$ cat src/rtl/scs_pkg.sv
// shared types and constants for the swap candidate selector
package scs_pkg;

   // process status codes
   localparam logic [2:0] ST_EMPTY  = 3'd0;
   localparam logic [2:0] ST_SLEEP  = 3'd1;
   localparam logic [2:0] ST_WAIT   = 3'd2;
   localparam logic [2:0] ST_RUN    = 3'd3;
   localparam logic [2:0] ST_CREATE = 3'd4;
   localparam logic [2:0] ST_ZOMB   = 3'd5;
   localparam logic [2:0] ST_STOP   = 3'd6;

   // decision codes
   localparam logic [1:0] ACT_NONE     = 2'd0;
   localparam logic [1:0] ACT_IN       = 2'd1;
   localparam logic [1:0] ACT_OUT_IN   = 2'd2;
   localparam logic [1:0] ACT_WAIT     = 2'd3;

   // register indexes
   localparam logic [1:0] CSR_NICE_SHIFT    = 2'd0;
   localparam logic [1:0] CSR_MIN_OUT_TIME  = 2'd1;
   localparam logic [1:0] CSR_MIN_CORE_TIME = 2'd2;

   // register reset values
   localparam logic [2:0]         NICE_SHIFT_RST    = 3'd3;
   localparam logic signed [12:0] MIN_OUT_TIME_RST  = 13'sd2;
   localparam logic signed [8:0]  MIN_CORE_TIME_RST = 9'sd1;

   // swap-in priority saturation bounds
   localparam logic signed [13:0] PRIO_MAX = 14'sd4095;
   localparam logic signed [13:0] PRIO_MIN = -14'sd4096;

   localparam int unsigned FIELD_ID_W = 8;

   // fields of one table entry as carried on req_tdata
   typedef struct packed {
      logic signed [5:0] nice;
      logic [6:0]        time_in_state;
      logic              interruptible;
      logic              locked;
      logic              vfork_parent;
      logic              system_proc;
      logic              loaded;
      logic [2:0]        status;
      logic [7:0]        proc_id;
   } entry_type;

   // scan state after the entry in the input register is folded in
   typedef struct packed {
      logic               valid;
      logic               last;
      logic               in_found;
      logic signed [12:0] in_priority;
      logic               out_found;
      logic [2:0]         out_status;
      logic               out_locked;
      logic               out_interruptible;
      logic signed [8:0]  out_core_time;
   } scan_view_type;

endpackage

$ cat src/rtl/scs_scan.sv
// input register and running swap-in / swap-out candidate state
module scs_scan
   import scs_pkg::*;
#(
   parameter int ID_WIDTH = 8
) (
   input  logic                clock,
   input  logic                reset,
   input  logic                req_tvalid,
   output logic                req_tready,
   input  logic [31:0]         req_tdata,
   input  logic                req_tlast,
   input  logic [2:0]          nice_shift,
   input  logic                room,
   output scan_view_type       view,
   output logic [ID_WIDTH-1:0] view_in_id,
   output logic [ID_WIDTH-1:0] view_out_id
);

   localparam int IdPadW = (ID_WIDTH > FIELD_ID_W) ? ID_WIDTH : FIELD_ID_W;

   logic              s1_valid_ff, s1_valid_in;
   logic              s1_last_ff;
   entry_type         s1_entry_ff;
   logic              advance;

   logic                in_found_ff, in_found_in;
   logic [ID_WIDTH-1:0] in_id_ff, in_id_in;
   logic signed [12:0]  in_priority_ff, in_priority_in;
   logic                search_closed_ff, search_closed_in;
   logic                out_found_ff, out_found_in;
   logic [ID_WIDTH-1:0] out_id_ff, out_id_in;
   logic [2:0]          out_status_ff, out_status_in;
   logic                out_locked_ff, out_locked_in;
   logic                out_interruptible_ff, out_interruptible_in;
   logic signed [8:0]   out_core_time_ff, out_core_time_in;

   logic [IdPadW-1:0]   id_pad;
   logic [ID_WIDTH-1:0] id;
   logic signed [13:0]  nice_w;
   logic signed [13:0]  prio_w;
   logic signed [12:0]  prio;
   logic                in_cand, in_take, out_take;

   // an entry waits only when it closes a scan and the result slot is full
   assign advance     = !s1_last_ff || room;
   assign req_tready  = !s1_valid_ff || advance;
   assign s1_valid_in = req_tready ? req_tvalid : s1_valid_ff;

   always_ff @(posedge clock) begin
      if (reset) begin
         s1_valid_ff <= 1'b0;
         s1_last_ff  <= 1'b0;
      end else begin
         s1_valid_ff <= s1_valid_in;
         if (req_tready && req_tvalid) begin
            s1_last_ff <= req_tlast;
         end
      end
   end

   always_ff @(posedge clock) begin
      if (req_tready && req_tvalid) begin
         s1_entry_ff <= entry_type'(req_tdata[$bits(entry_type)-1:0]);
      end
   end

   always_comb begin
      id_pad  = IdPadW'(s1_entry_ff.proc_id);
      id      = id_pad[ID_WIDTH-1:0];
      nice_w  = {{8{s1_entry_ff.nice[5]}}, s1_entry_ff.nice};
      prio_w  = signed'({7'b0, s1_entry_ff.time_in_state}) - (nice_w <<< nice_shift);
      if (prio_w > PRIO_MAX) begin
         prio = PRIO_MAX[12:0];
      end else if (prio_w < PRIO_MIN) begin
         prio = PRIO_MIN[12:0];
      end else begin
         prio = prio_w[12:0];
      end

      in_cand = !search_closed_ff && (s1_entry_ff.status == ST_RUN) && !s1_entry_ff.loaded;
      in_take = in_cand && (!in_found_ff || (prio > in_priority_ff) ||
                            s1_entry_ff.vfork_parent);
      out_take = !out_found_ff && s1_entry_ff.loaded && !s1_entry_ff.system_proc &&
                 (s1_entry_ff.status != ST_ZOMB);

      in_found_in      = in_found_ff || in_take;
      in_id_in         = in_take ? id : in_id_ff;
      in_priority_in   = in_take ? prio : in_priority_ff;
      search_closed_in = search_closed_ff || (in_take && s1_entry_ff.vfork_parent);

      out_found_in         = out_found_ff || out_take;
      out_id_in            = out_take ? id : out_id_ff;
      out_status_in        = out_take ? s1_entry_ff.status : out_status_ff;
      out_locked_in        = out_take ? s1_entry_ff.locked : out_locked_ff;
      out_interruptible_in = out_take ? s1_entry_ff.interruptible : out_interruptible_ff;
      out_core_time_in     = out_take ?
                             (signed'({2'b0, s1_entry_ff.time_in_state}) +
                              {{3{s1_entry_ff.nice[5]}}, s1_entry_ff.nice}) :
                             out_core_time_ff;
   end

   always_ff @(posedge clock) begin
      if (reset || (s1_valid_ff && advance && s1_last_ff)) begin
         in_found_ff          <= 1'b0;
         in_id_ff             <= '0;
         in_priority_ff       <= '0;
         search_closed_ff     <= 1'b0;
         out_found_ff         <= 1'b0;
         out_id_ff            <= '0;
         out_status_ff        <= ST_EMPTY;
         out_locked_ff        <= 1'b0;
         out_interruptible_ff <= 1'b0;
         out_core_time_ff     <= '0;
      end else if (s1_valid_ff) begin
         in_found_ff          <= in_found_in;
         in_id_ff             <= in_id_in;
         in_priority_ff       <= in_priority_in;
         search_closed_ff     <= search_closed_in;
         out_found_ff         <= out_found_in;
         out_id_ff            <= out_id_in;
         out_status_ff        <= out_status_in;
         out_locked_ff        <= out_locked_in;
         out_interruptible_ff <= out_interruptible_in;
         out_core_time_ff     <= out_core_time_in;
      end
   end

   always_comb begin
      view.valid             = s1_valid_ff;
      view.last              = s1_last_ff;
      view.in_found          = in_found_in;
      view.in_priority       = in_priority_in;
      view.out_found         = out_found_in;
      view.out_status        = out_status_in;
      view.out_locked        = out_locked_in;
      view.out_interruptible = out_interruptible_in;
      view.out_core_time     = out_core_time_in;
      view_in_id             = in_id_in;
      view_out_id            = out_id_in;
   end

endmodule

$ cat src/rtl/scs_result.sv
// swap decision logic and result register
module scs_result
   import scs_pkg::*;
#(
   parameter int ID_WIDTH = 8
) (
   input  logic                clock,
   input  logic                reset,
   input  scan_view_type       view,
   input  logic [ID_WIDTH-1:0] view_in_id,
   input  logic [ID_WIDTH-1:0] view_out_id,
   input  logic signed [12:0]  min_out_time,
   input  logic signed [8:0]   min_core_time,
   output logic                room,
   output logic                rsp_tvalid,
   input  logic                rsp_tready,
   output logic [23:0]         rsp_tdata
);

   localparam int IdPadW = (ID_WIDTH > FIELD_ID_W) ? ID_WIDTH : FIELD_ID_W;

   logic              rsp_valid_ff, rsp_valid_in;
   logic [1:0]        action_ff, action_in;
   logic [7:0]        swap_in_id_ff, swap_in_id_in;
   logic [7:0]        swap_out_id_ff, swap_out_id_in;
   logic              dequeue_run_ff, dequeue_run_in;
   logic              fire, evict, busy_ok;
   logic [IdPadW-1:0] in_pad, out_pad;

   assign room = !rsp_valid_ff || rsp_tready;
   assign fire = view.valid && view.last && room;

   always_comb begin
      in_pad  = IdPadW'(view_in_id);
      out_pad = IdPadW'(view_out_id);

      busy_ok = ((view.out_status == ST_RUN) || (view.out_status == ST_SLEEP)) &&
                (view.in_priority >= min_out_time) &&
                (view.out_core_time >= min_core_time);
      evict   = !view.out_locked &&
                ((view.out_status == ST_STOP) ||
                 ((view.out_status == ST_SLEEP) && view.out_interruptible) ||
                 busy_ok);

      action_in      = ACT_NONE;
      swap_in_id_in  = '0;
      swap_out_id_in = '0;
      dequeue_run_in = 1'b0;
      if (view.in_found) begin
         if (!view.out_found) begin
            action_in     = ACT_IN;
            swap_in_id_in = in_pad[7:0];
         end else if (evict) begin
            action_in      = ACT_OUT_IN;
            swap_in_id_in  = in_pad[7:0];
            swap_out_id_in = out_pad[7:0];
            dequeue_run_in = (view.out_status == ST_RUN);
         end else begin
            action_in = ACT_WAIT;
         end
      end

      if (fire) begin
         rsp_valid_in = 1'b1;
      end else if (rsp_tready) begin
         rsp_valid_in = 1'b0;
      end else begin
         rsp_valid_in = rsp_valid_ff;
      end
   end

   always_ff @(posedge clock) begin
      if (reset) begin
         rsp_valid_ff <= 1'b0;
      end else begin
         rsp_valid_ff <= rsp_valid_in;
      end
   end

   always_ff @(posedge clock) begin
      if (fire) begin
         action_ff      <= action_in;
         swap_in_id_ff  <= swap_in_id_in;
         swap_out_id_ff <= swap_out_id_in;
         dequeue_run_ff <= dequeue_run_in;
      end
   end

   assign rsp_tvalid = rsp_valid_ff;
   assign rsp_tdata  = {5'b0, dequeue_run_ff, swap_out_id_ff, swap_in_id_ff, action_ff};

endmodule

$ cat src/rtl/swap_candidate_selector.sv
// swap candidate selector: one table entry per transfer, one decision per scan
// a scan's decision passes the input register and the result register
// throughput: one entry per cycle; a last entry waits only while a result is held
// reset: synchronous, clears scan state and handshake state, restores register defaults
module swap_candidate_selector
   import scs_pkg::*;
#(
   parameter int ID_WIDTH = 8
) (
   input  logic        clock,
   input  logic        reset,
   input  logic        req_tvalid,
   output logic        req_tready,
   // proc_id[7:0], status[10:8], loaded[11], system_proc[12], vfork_parent[13],
   // locked[14], interruptible[15], time_in_state[22:16], nice[28:23], zero fill
   input  logic [31:0] req_tdata,
   input  logic        req_tlast,
   output logic        rsp_tvalid,
   input  logic        rsp_tready,
   // action[1:0], swap_in_id[9:2], swap_out_id[17:10], dequeue_run[18], zero fill
   output logic [23:0] rsp_tdata,
   input  logic        csr_we,
   input  logic [1:0]  csr_index,
   input  logic [12:0] csr_wdata
);

   logic [2:0]          nice_shift_ff;
   logic signed [12:0]  min_out_time_ff;
   logic signed [8:0]   min_core_time_ff;
   scan_view_type       view;
   logic [ID_WIDTH-1:0] view_in_id, view_out_id;
   logic                room;

   always_ff @(posedge clock) begin
      if (reset) begin
         nice_shift_ff    <= NICE_SHIFT_RST;
         min_out_time_ff  <= MIN_OUT_TIME_RST;
         min_core_time_ff <= MIN_CORE_TIME_RST;
      end else if (csr_we) begin
         case (csr_index)
            CSR_NICE_SHIFT:    nice_shift_ff    <= csr_wdata[2:0];
            CSR_MIN_OUT_TIME:  min_out_time_ff  <= signed'(csr_wdata);
            CSR_MIN_CORE_TIME: min_core_time_ff <= signed'(csr_wdata[8:0]);
            default: ;
         endcase
      end
   end

   scs_scan #(
      .ID_WIDTH(ID_WIDTH)
   ) u_scan (
      .clock       (clock),
      .reset       (reset),
      .req_tvalid  (req_tvalid),
      .req_tready  (req_tready),
      .req_tdata   (req_tdata),
      .req_tlast   (req_tlast),
      .nice_shift  (nice_shift_ff),
      .room        (room),
      .view        (view),
      .view_in_id  (view_in_id),
      .view_out_id (view_out_id)
   );

   scs_result #(
      .ID_WIDTH(ID_WIDTH)
   ) u_result (
      .clock         (clock),
      .reset         (reset),
      .view          (view),
      .view_in_id    (view_in_id),
      .view_out_id   (view_out_id),
      .min_out_time  (min_out_time_ff),
      .min_core_time (min_core_time_ff),
      .room          (room),
      .rsp_tvalid    (rsp_tvalid),
      .rsp_tready    (rsp_tready),
      .rsp_tdata     (rsp_tdata)
   );

`ifndef SYNTHESIS
   // eviction fields are zero unless an eviction was decided
   a_out_fields_idle: assert property (@(posedge clock) disable iff (reset)
      rsp_tvalid && (rsp_tdata[1:0] != ACT_OUT_IN) |-> (rsp_tdata[18:10] == '0))
      else $error("swap-out fields set without eviction");

   // no swap-in id when nothing is brought in
   a_in_field_idle: assert property (@(posedge clock) disable iff (reset)
      rsp_tvalid && ((rsp_tdata[1:0] == ACT_NONE) || (rsp_tdata[1:0] == ACT_WAIT))
      |-> (rsp_tdata[9:2] == '0))
      else $error("swap-in id set without swap-in");

   // a held last entry must block the input while the result slot is full
   a_last_blocks: assert property (@(posedge clock) disable iff (reset)
      view.valid && view.last && !room |-> !req_tready)
      else $error("input accepted while scan end is stalled");

   // nice shift and minimum core time register defaults after reset
   a_csr_reset: assert property (@(posedge clock)
      reset |=> (nice_shift_ff == NICE_SHIFT_RST) && (min_core_time_ff == MIN_CORE_TIME_RST))
      else $error("register default lost after reset");
`endif

endmodule
$ cat config.mk
export PLATFORM = sky130hd
export DESIGN_NAME = swap_candidate_selector
export DESIGN_NICKNAME = d
export VERILOG_FILES = /design/src/rtl/scs_pkg.sv /design/src/rtl/scs_scan.sv /design/src/rtl/scs_result.sv /design/src/rtl/swap_candidate_selector.sv
export SDC_FILE = /design/constraint.sdc
export NUM_CORES = 1
export LEC_CHECK = 0
export ABC_AREA = 1
export BUFFER_PORTS_ARGS = -buffer_cell sky130_fd_sc_hd__buf_4
export CAP_MARGIN = 20
export CORE_UTILIZATION = 50
export DETAILED_ROUTE_END_ITERATION = 7
export PLACE_DENSITY = 0.72
export SYNTH_ARGS = -nofsm -noshare
export SYNTH_HDL_FRONTEND = slang
export SYNTH_SLANG_ARGS = --single-unit
$ cat constraint.sdc
create_clock -name clock -period 11.29 [get_ports clock]
set_input_delay 3.387 -clock clock [delete_from_list [all_inputs] [get_ports clock]]
set_output_delay 3.387 -clock clock [all_outputs]
set_load 0.05 [all_outputs]
==> results of run 1 <==
==> cell type report <==
class                      count  area [um2]  share of cell area
tap                          180         225              0.0269
timing repair buffer          76         571              0.0682
sequential                   122        2920               0.349
multi-input combinational    631        3550               0.424
clock inverter                13         121              0.0145
inverter                     142         533              0.0637
clock buffer                  19         443              0.0530
==> cells by family (layout without fill, tap and decap cells) <==
logic type      Yosys count  count (layout)  synth area share
other cells               1               5          0.000518
simple gates            397             397             0.258
buf+inv                 179             250             0.109
flops                   122             122             0.404
xor+xnor                 13              13            0.0157
compound gates          162             162             0.118
fa+ha+maj                54              54            0.0954
==> cell usage after synthesis (13+ instances only) <==
| master | n |
|---|---|
| nand2_1 | 206 |
| dfxtp_1 | 74 |
| ha_1 | 52 |
| clkbuf_1 | 16 |
| nand3_2 | 17 |
| a21oi_1 | 78 |
| o21ai_0 | 68 |
| nor2_1 | 59 |
| nor3_1 | 13 |
| nand3_1 | 49 |
| inv_1 | 139 |
| nand2_2 | 16 |
| edfxtp_1 | 48 |
==> per-stage QoR <==
stage / power (W) / instance area [um2] / hold WS, ns / instances / util
floorplan: 0.000689 / 7260 / 0.425 / 932 / -
global placement: 0.000740 / 7800 / 0.432 / 1151 / 0.558
detailed placement: 0.000744 / 7800 / 0.440 / 1151 / 0.558
CTS: 0.00126 / 8360 / 0.451 / 1183 / 0.598
global route: 0.00131 / 8360 / 0.465 / 1183 / 0.598
finish: 0.00125 / 8360 / 0.451 / 1183 / 0.598
==> state kept, by name, summed over array words and instances, names as in the netlist, 2 cells and up <==
| register | count |
|---|---|
| nice_shift_ff | 3 |
| u_result.action_ff | 2 |
| min_out_time_ff | 13 |
| u_scan.in_priority_ff | 13 |
| u_scan.out_id_ff | 8 |
| u_scan.in_id_ff | 8 |
| u_result.swap_in_id_ff | 8 |
| u_scan.out_core_time_ff | 9 |
| u_scan.id | 8 |
| min_core_time_ff | 9 |
| u_result.swap_out_id_ff | 8 |
| u_scan.out_status_ff | 3 |
| u_scan.s1_entry_ff | 15 |
| u_scan.nice_w | 6 |
==> worst paths after layout <==
check / from / end / slack (ns) / cells past startpoint
worst max-delay path: rsp_tready / req_tready / 3.71 / 6
worst min-delay path: u_scan.out_interruptible_ff$_SDFFE_PP0P_ / u_scan.out_interruptible_ff$_SDFFE_PP0P_ / 0.45 / 2
worst max register to register: u_scan.nice_w[5]$_DFFE_PP_ / u_result.swap_in_id_ff[1]$_SDFFCE_PP0P_ / 4.32 / 42
worst min register to register: u_scan.out_interruptible_ff$_SDFFE_PP0P_ / u_scan.out_interruptible_ff$_SDFFE_PP0P_ / 0.45 / 2
==> power groups by stage <==
stage | Combinational (W) | Clock, W | Sequential (W)
after floorplan | 0.000191 | 0 | 0.000499
after global placement | 0.000241 | 0 | 0.000499
after detailed placement | 0.000245 | 0 | 0.000499
after CTS | 0.000246 | 0.000522 | 0.000490
after global routing | 0.000282 | 0.000541 | 0.000492
final | 0.000245 | 0.000513 | 0.000490
==> critical path, cell delays in order <==
cell and delay (ns):
buf_4 0.11, nor2_1 0.14, inv_1 0.07, nor2_1 0.21, inv_1 0.09, buf_4 0.20
==> layer usage <==
metal  up-vias  global-route usage  wire, um
li1       3129                   -         -
met1      2690               0.295      7390
met2       103               0.336      6900
met3        18              0.0530       529
met4         0              0.0686       214
met5         -                   0         0
==> metrics.md, run 1 <==
| Metric | Value |
|---|---|
| Root buf cell | clkbuf_16 |
| Period utilization | 0.672 |
| Die area | around 15000 um2 |
| Total negative slack | 0 ns |
| Total congestion overflow | 0 |
| Initial core utilization | 0.518 |
| Fraction of registers with async set/reset | 0 |
| Hold Buf Count CTS | 0 |
| Share of the synthesized area in the top cell type | 0.205 |
| EDFF count, synth | 48 |
| Drt drc | 0 |
| CTS tree | yes |
| Layout Nets | approximately 1.1k |
| Port Buffers | 70 |
| Final worst slack | between 3 and 4 ns |
| Drt via density | 5.02 |
| Leak pwr | about 3.9 nW |
| Skew-Pair Late Insertion Delay | roughly 0.43 ns |
| Dominant cell type by area after synthesis | dfxtp_1 |
| First-pass GRT wire length | 24900 um |
| Core Region | 14000 um2 |
| Post-CTS Setup Inserts | 0 |
| Most frequent cells in the layout | nand2_1 (206), inv_1 (139), a21oi_1 (78) |
| Fmax | between 100 and 150 MHz |
| Area contributors post-synth | dfxtp_1 (20%), edfxtp_1 (20%), nand2_1 (11%) |
| CP max FO | 3 |
| Commonest non-fill, non-tap cell in the layout | nand2_1 |
| All-Layer GR Usage | 0.216 |
| Avg WL per Cell | approximately 13 um |
| H-tree levels | 4 |
| Max-slew violations | 0 |
| Worst setup EP type | output pin |
| Seq/Total Area, Yosys | 0.404 |
| Post-synth top flop | dfxtp_1 |
| Max capacitance violation total | 0 |
| Internal Pwr Total | about 0.00088 W |
| Yosys warnings | 0 |
| Syn_area_per_cell | 7.80 um2 |
| Hold Vio Cnt, Final | 0 |
| Net switching power | approximately 0.00037 W |
| Drt pass-1 iters | 5 |
| Post-synthesis cell type count | 42 |
| Routed via count | 5940 |
| RSZ-0062 raised after global routing | false |
| Status | finished clean |
| Critical path class | input port to output pin |
| Maximum clock path buffer count | 2 |
| Layout cell share with drive strength beyond 1 | 0.159 |
| Pin count of the biggest net entering global routing | 36 |
| Chip height | 122 um |
| CP Launch Type | input port |
| Layout area overhead | 15.5% |
| Die width | approximately 120 um |
| Hold Crit Class | register to register |
| Setup WS pre-CTS | 3.71 ns |
| Post-synthesis cell count | ~930 |
| 1st-iter DRT viols | 290 |
| CP required | between 7 and 8 ns |
| CTS resizes | 0 |
| I/O Pins | 79 |
| Relative slew slack | 0.325 |
| Total Wirelength | 15000 um |
| Worst slew pin tran | slightly above 1 ns |
| Seq cells post-synth | 122 |
| Peak VDD IR | about 0.00012 V |
| Reg clk slew, reported paths | roughly 0.05 ns |
| Vias in the first global route | approximately 5.4k |
| Clock Sink Count | between 100 and 150 |
| GPL Wtd Cong | about 0.87 |
| WP data arrival | ~4.2 ns |
| Post-DP HPWL | between 10000 and 15000 um |
| Final ANT Viol Nets | 0 |
| Antenna violations before repair | 0 |
| Final setup fails | 0 |
| Power share of the clock group | 0.411 |
| Sw Share | 0.294 |
| Sequential fraction of design power | 0.393 |
| Tmin final | between 7 and 8 ns |
| Number of CTS-inserted buffers | 17 |
| Skew final | between 0.009 and 0.01 ns |
| PD cells | ~150 nW/um2 |
| N_diodes | 0 |
| Cell Area, Synth | 7240 um2 |
| Layout fillers | approximately 1.3k |
| Combinational Power Share | 0.196 |
| Row count | between 40 and 50 |
(Power assumes the default switching activity.)
==> inputs of run 2 (changes only) <==
==> constraint.sdc (replaced) <==
create_clock -name clock -period 7 [get_ports clock]
set_input_delay 2.1 -clock clock [delete_from_list [all_inputs] [get_ports clock]]
set_output_delay 2.1 -clock clock [all_outputs]
set_load 0.05 [all_outputs]
==> run 2 against run 1 <==
Net effect:
- setup slack worse by 2.9 ns
- combinational power up 66%
- via count down 0.37%
- cell count up 0.51%
- sequential power up 61%
- sequential share of layout area down 0.33 points
- total power up 67%
- first-iteration DRC count down 5.2%
- critical path depth up 36
- clock skew up 0.0051 ns
- clock power up 72%
- largest cell class unchanged
==> metrics.md, run 2 (synthesis gave the netlist of run 1 again) <==
| Metric | Value |
|---|---|
| Status | finished clean |
| Drt via density | 4.98 (-0.87%) |
| I/O Pins | 79 (unchanged) |
| Power Total | 0.00208 W (+67%) |
| CP required | 7.16 ns (-0.74 ns) |
| Commonest non-fill, non-tap cell in the layout | nand2_1 |
| Post-CTS Setup Inserts | 0 (unchanged) |
| Layout fillers | 1290 (-0.62%) |
| Die area | 15000 um2 (unchanged) |
| Net switching power | 0.000594 W (+62%) |
| Core Region | 14000 um2 (unchanged) |
| Worst slew pin tran | 1.03 ns (+0.0233 ns) |
| Period utilization | 0.886 |
| Met2 Track Usage GR | 0.359 (+0.0235) |
| 1st-iter DRT viols | 275 (-5.2%) |
| Power share of the clock group | 0.425 (+0.014) |
| Routed via count | 5918 (-0.37%) |
| Layout area overhead | 16.6% |
| Tmin final | just over 6 ns |
| Total Wirelength | 15400 um (+2.6%) |
| M1 GR Usage | 0.288 (-0.00680) |
| Initial core utilization | 0.518 (unchanged) |
| Reg clk slew, reported paths | 0.06 ns (about the same) |
| Root buf cell | clkbuf_16 |
| Total negative slack | 0 ns (unchanged) |
| Largest registers | u_scan.s1_entry_ff: 15 flops, min_out_time_ff: 13 flops, u_scan.in_priority_ff: 13 flops |
| Max incr delay on CP | 0.47 ns (+0.26 ns) |
| WP data arrival | 6.36 ns (+2.16 ns) |
| Die width | 122 um (unchanged) |
| PD cells | 246 nW/um2 (+65%) |
| Critical path class | register to register |
| Layout Nets | 1103 (+0.55%) |
| Most frequent cells in the layout | nand2_1 (206), inv_1 (139), buf_4 (82) |
| Most frequent CP cell | nand2_1 |
| Crit-path leading delay family | simple AND/OR/NAND/NOR gates |
| All-Layer GR Usage | 0.223 (+0.00652) |
| H-tree levels | 4 (unchanged) |
| Chip height | 122 um (unchanged) |
| GPL Wtd Cong | 0.862 (-0.61%) |
| Hold Buf Count CTS | 0 (unchanged) |
| CTS tree | yes |
| Final setup fails | 0 (unchanged) |
| Total congestion overflow | 0 (unchanged) |
| CP max FO | 12 (+9) |
| Number of CTS-inserted buffers | 17 (unchanged) |
| Hold Vio Cnt, Final | 0 (unchanged) |
| Sw Share | 0.286 (-0.00804) |
| Drt pass-1 iters | 7 (+2) |
| CTS resizes | 0 (unchanged) |
| Row count | 43 (unchanged) |
| Peak VDD IR | 0.000209 V (+70%) |
| Skew-Pair Late Insertion Delay | 0.42 ns (about the same) |
| RSZ-0062 raised after global routing | false |
| Max FFs per register | 15 (unchanged) |
| Layout cell share with drive strength beyond 1 | 0.163 (+0.00401) |
| Grt met3 use | 0.0627 (+0.00976) |
| First-pass GRT wire length | 25300 um (+1.5%) |
| Internal Pwr Total | 0.00149 W (+69%) |
| CP Launch Type | register |
| Slowest-stage cell, CP | dfxtp_1 |
| Combinational Power Share | 0.195 (about the same) |
| Post-DP HPWL | 11500 um (+3.1%) |
| Largest Register | u_scan.s1_entry_ff |
| Drt drc | 0 (unchanged) |
| Fmax | 161 MHz |
| Antenna violations before repair | 0 (unchanged) |
| Relative slew slack | 0.309 (-0.0156) |
| Maximum clock path buffer count | 2 (unchanged) |
| Clock Sink Count | 122 (unchanged) |
| Max capacitance violation total | 0 (unchanged) |
| Crit path buffers/inverters | 4 (unchanged) |
| Avg WL per Cell | 13.0 um (+2.1%) |
| N_diodes | 0 (unchanged) |
| Max-slew violations | 0 (unchanged) |
| Port Buffers | 70 (unchanged) |
| Top Usage Layer GRT | met2 |
| Vias in the first global route | 5561 (+3.8%) |
| Final ANT Viol Nets | 0 (unchanged) |
| Skew final | 0.0149 ns (+0.00508 ns) |
| Worst setup EP type | register |
| Hold Crit Class | register to register |
| Sequential fraction of design power | 0.380 (-0.013) |
| Pin count of the biggest net entering global routing | 36 (unchanged) |
| Leak pwr | 3.96 nW (+0.97%) |
## run 2: path summary, 6_finish.rpt
kind,from,cells after the start,end,slack (ns)
min,u_scan.out_core_time_ff[2]$_SDFFE_PP0P_,2,u_scan.out_core_time_ff[2]$_SDFFE_PP0P_,0.45
max,nice_shift_ff[1]$_SDFFE_PP1P_,42,u_result.swap_in_id_ff[2]$_SDFFCE_PP0P_,0.80
min reg2reg,u_scan.out_core_time_ff[2]$_SDFFE_PP0P_,2,u_scan.out_core_time_ff[2]$_SDFFE_PP0P_,0.45
max reg2reg,nice_shift_ff[1]$_SDFFE_PP1P_,42,u_result.swap_in_id_ff[2]$_SDFFCE_PP0P_,0.80
## run 2: area by class of cell
| class | instances | area [um2] | area share |
|---|---|---|---|
| clock buffers | 18 | 429 | 0.0508 |
| clock inverters | 14 | 170 | 0.0202 |
| inverters | 142 | 533 | 0.0631 |
| multi-input cells | 631 | 3550 | 0.420 |
| flip-flops and latches | 122 | 2920 | 0.346 |
| well taps | 180 | 225 | 0.0267 |
| repair buffers | 82 | 616 | 0.0729 |
## run 2: stage by stage
step,worst slack (ns),hold WS (ns),area (um2),instances,utilization
floorplan,1.93,0.425,7260,932,-
global placement,0.895,0.437,7850,1157,0.561
detailed placement,0.857,0.441,7850,1157,0.561
CTS,0.798,0.449,8440,1189,0.604
global route,0.0877,0.470,8440,1189,0.604
finish,0.798,0.450,8440,1189,0.604
## run 2: worst min-delay path: cells and delay by family (launching register included)
family / cells / cell delay [ns]
buffers and inverters: 1 / 0.06
flip-flops: 1 / 0.30
AO/OA/AOI/OAI: 1 / 0.05
## run 2: layer usage
layer	wire length [um]	vias up
met3	591	15
met2	7070	111
li1	-	3140
met5	0	-
met4	225	0
met1	7530	2652
## run 2: power groups by stage
stage          Clock, W  Sequential, W  Combinational, W
2_1_floorplan         0       0.000804          0.000307
3_3_place_gp          0       0.000803          0.000397
3_5_place_dp          0       0.000804          0.000404
4_1_cts        0.000897       0.000789          0.000407
5_1_grt        0.000936       0.000793          0.000463
6_report       0.000883       0.000789          0.000406
==> inputs of run 3 (changes only) <==
--- a/config.mk
+++ b/config.mk
@@ -5,7 +5,6 @@
 export SDC_FILE = /design/constraint.sdc
 export NUM_CORES = 1
 export LEC_CHECK = 0
-export ABC_AREA = 1
 export BUFFER_PORTS_ARGS = -buffer_cell sky130_fd_sc_hd__buf_4
 export CAP_MARGIN = 20
 export CORE_UTILIZATION = 50
==> run 3 against run 2 <==
Net effect:
- sequential power fell by 0.9%
- critical path depth shrank 17
- register-to-register slack got worse by 0.38 ns
- synthesized area fell by 3.1%
- total power down 2.9%
- clock skew down 0.0059 ns
- core utilization up 2.1 points
- count of clock-buffer cells in the layout increased by 1
- setup slack got worse by 0.38 ns
- critical path type unchanged
- sequential share of layout area increased by 0.16 points
==> metrics.md, run 3 <==
| Metric | Value |
|---|---|
| Status | finished clean |
| Commonest non-fill, non-tap cell in the layout | buf_4 |
| Post-synthesis cell type count | 69 (+64%) |
| Avg WL per Cell | 17.4 um (+34%) |
| Total Wirelength | 17900 um (+16%) |
| Period utilization | 0.941 (+0.0547) |
| Crit path buffers/inverters | 3 (-1) |
| Reg2reg end | u_result.action_ff[0]$_SDFFCE_PP0P_ |
| Layout area overhead | 19.9% |
| Worst hold stages | 2 (unchanged) |
| Post-synthesis adder-cell area fraction | 0.0985 (+0.00310) |
| 1st-iter DRT viols | 494 (+80%) |
| Layout fillers | 1157 (-10%) |
| Vias in the first global route | 5888 (+5.9%) |
| Largest Register | u_scan.s1_entry_ff |
| WP data arrival | 6.76 ns (+0.40 ns) |
| Drt drc | 0 (unchanged) |
| PD cells | 240 nW/um2 (-2.4%) |
| Seq/Total Area, Yosys | 0.417 (+0.0131) |
| Setup WS pre-CTS | 0.234 ns (-0.623 ns) |
| Hold Crit Class | register to register |
| Routed via count | 6023 (+1.8%) |
| Die area | 14500 um2 (-3.1%) |
| Drt via density | 5.85 (+18%) |
| Max FFs per register | 15 (unchanged) |
| Critical path class | register to register |
| R2R setup slack | 0.41 ns (-0.38 ns) |
| Final ANT Viol Nets | 0 (unchanged) |
| Skew-Pair Late Insertion Delay | 0.42 ns (about the same) |
| Skew final | 0.00901 ns (-0.00593 ns) |
| Area contributors post-synth | dfxtp_1 (21%), edfxtp_1 (21%), ha_1 (9.3%) |
| CTS tree | yes |
| Max incr delay on CP | 0.48 ns (about the same) |
| Maximum clock path buffer count | 2 (unchanged) |
| EDFF count, synth | 48 (unchanged) |
| CP max FO | 11 (-1) |
| Post-Synth Simple-Gate Area | 0.164 (-0.0931) |
| Hold path start | min_out_time_ff[12]$_SDFFE_PP0P_ |
| Fin area | 8410 um2 (-0.41%) |
| Cell Area, Synth | 7010 um2 (-3.1%) |
| Chip height | 120 um (-1.6%) |
| Levels on crit path | 25 (-40%) |
| Peak VDD IR | 0.000178 V (-15%) |
| Total congestion overflow | 0 (unchanged) |
| I/O Pins | 79 (unchanged) |
| Row count | 42 (-2.3%) |
| Hold Vio Cnt, Final | 0 (unchanged) |
| Worst slew pin tran | 1.00 ns (-0.0346 ns) |
| Syn_area_per_cell | 9.18 um2 (+18%) |
| N_diodes | 0 (unchanged) |
| Largest family of logic cells by synthesized area | compound AO/OA/AOI/OAI gates |
| Slowest-stage cell, CP | edfxtp_1 |
| Fmax | 152 MHz (-5.8%) |
| Placed Area | 7770 um2 (-0.96%) |
| Reg clk slew, reported paths | 0.06 ns (about the same) |
| Layout Nets | 947 (-14%) |
| Post-DP HPWL | 13100 um (+14%) |
| Most frequent cells after synthesis | nand2_1 (87), dfxtp_1 (74), a21oi_1 (64) |
| Worst reg2reg path depth | 25 (-40%) |
| Fin Hold WS | 0.455 ns (+0.00467 ns) |
| Antenna violations before repair | 0 (unchanged) |
| CP required | 7.18 ns (+0.02 ns) |
| Post-synth top flop | dfxtp_1 |
| Most frequent CP cell | ha_1 |
| Post-synthesis cell count | 764 (-18%) |
| Layout cell share with drive strength beyond 1 | 0.179 (+0.0168) |
| Power Total | 0.00202 W (-2.9%) |
| Yosys warnings | 0 (unchanged) |
| Sink of the worst hold path | min_out_time_ff[12]$_SDFFE_PP0P_ |
| Core Region | 13500 um2 (-3.8%) |
| Final setup fails | 0 (unchanged) |
| GPL Wtd Cong | 0.967 (+12%) |
| Crit-path leading delay family | simple AND/OR/NAND/NOR gates |
| Initial core utilization | 0.521 (+0.00368) |
| Port Buffers | 70 (unchanged) |
| R2r startpoint | u_scan.nice_w[0]$_DFFE_PP_ |
| Relative slew slack | 0.332 (+0.0231) |
| Number of CTS-inserted buffers | 17 (unchanged) |
| Util after Layout | 0.625 (+0.0214) |
| Pin count of the biggest net entering global routing | 35 (-2.8%) |
| Share of the synthesized area in the top cell type | 0.211 (+0.00664) |
| Max capacitance violation total | 0 (unchanged) |
| Worst setup EP type | register |
| CP Launch Type | register |
| Die width | 120 um (-1.6%) |
| Max-slew violations | 0 (unchanged) |
| Root buf cell | clkbuf_16 |
| Clock Sink Count | 122 (unchanged) |
| Most frequent cells in the layout | buf_4 (93), nand2_1 (87), dfxtp_1 (73) |
| Seq cells post-synth | 122 (unchanged) |
| All-Layer GR Usage | 0.259 (+0.0359) |
| Count leader, synth | nand2_1 |
| Dominant cell type by area after synthesis | dfxtp_1 |
| Largest registers | u_scan.s1_entry_ff: 15 flops, min_out_time_ff: 13 flops, u_scan.in_priority_ff: 13 flops |
| Leak pwr | 3.42 nW (-14%) |
| Tmin final | 6.59 ns (+0.383 ns) |
| Fraction of registers with async set/reset | 0 (unchanged) |
| Final worst slack | 0.415 ns (-0.383 ns) |
| Post-synthesis mux area share | 0.0612 (+0.0612) |
| Post-Synth XOR/XNOR Area | 0.0137 (-0.00199) |
| Compound-Gate Fraction of Synth Area | 0.192 (+0.0734) |
| H-tree levels | 4 (unchanged) |
| Drt pass-1 iters | 5 (-2) |
| First-pass GRT wire length | 28900 um (+14%) |
[run 3: cell types whose count changed in the layout (fill, tap and decap cells not counted), moves of 14 or more]
cell / previous run / this run
a211oi_1: 2 / 16
a21o_1: 0 / 18
a21oi_1: 78 / 63
inv_1: 139 / 51
mux2i_1: 0 / 26
nand2_1: 206 / 87
nand2_2: 16 / 0
nand3_1: 49 / 32
nand3_2: 17 / 0
o21ai_0: 68 / 43
[run 3: final cells by class]
cell class | instances | area, um2 | area share
repair buffers | 93 | 698 | 0.0830
multi-input cells | 555 | 3760 | 0.447
well taps | 176 | 220 | 0.0262
clock inverters | 13 | 164 | 0.0195
inverters | 51 | 191 | 0.0228
clock buffers | 19 | 453 | 0.0539
flip-flops and latches | 122 | 2920 | 0.348
[run 3: what timing repair did]
item / CTS / global route
resized for setup: 0 / 5
endpoints found under the setup margin: 0 / 18
hold buffers: 0 / 0
buffers inserted: 0 / 0
[run 3: worst register-to-register path, delay by kind of cell, from the launching register on]
kind                       cells  cell delay (ns)
AOI/OAI and AO/OA              9             1.87
adders and majority gates      4             1.25
buffers and inverters          3             0.48
DFF                            1             0.48
muxes                          1             0.36
and+or+nand+nor                8             1.90
[run 3: worst max path at each step]
stage                     slack (ns)                          start                                       to
after detailed placement        0.23  nice_shift_ff[1]$_SDFFE_PP1P_      u_result.action_ff[0]$_SDFFCE_PP0P_
after global routing          -0.005     u_scan.nice_w[0]$_DFFE_PP_      u_result.action_ff[0]$_SDFFCE_PP0P_
after floorplan                 0.64  nice_shift_ff[0]$_SDFFE_PP1P_  u_result.swap_in_id_ff[0]$_SDFFCE_PP0P_
after CTS                       0.18     u_scan.nice_w[0]$_DFFE_PP_      u_result.action_ff[0]$_SDFFCE_PP0P_
after global placement          0.31     u_scan.nice_w[0]$_DFFE_PP_      u_result.action_ff[0]$_SDFFCE_PP0P_
final                           0.41     u_scan.nice_w[0]$_DFFE_PP_      u_result.action_ff[0]$_SDFFCE_PP0P_
[run 3: cell families (layout without fill, tap and decap cells)]
| family | Yosys count | in the layout |
|---|---|---|
| AO/OA/AOI/OAI | 206 | 206 |
| XOR/XNOR | 11 | 11 |
| adder cells (fa/ha/maj) | 54 | 54 |
| buffers and inverters | 91 | 176 |
| flip-flops | 122 | 122 |
| multiplexers | 40 | 40 |
| other | 1 | 5 |
| AND/OR/NAND/NOR | 239 | 239 |
[run 3: layer usage]
layer / vias up / wire, um / track usage
met5: - / 0 / 0
met4: 0 / 517 / 0.125
met3: 38 / 997 / 0.0547
met2: 212 / 8550 / 0.422
met1: 2861 / 7850 / 0.326
li1: 2912 / - / -
[run 3: through the flow]
stage	setup TNS [ns]	std cells
after floorplan	0	768
after global placement	0	996
after detailed placement	0	996
after CTS	0	1028
after global routing	-0.00780	1029
final	0	1029
[run 3: report_power, final]
part / internal, W / switching (W)
Sequential: 0.000762 / 0.0000199
Clock: 0.000580 / 0.000327
Combinational: 0.000139 / 0.000191
Total: 0.00148 / 0.000539
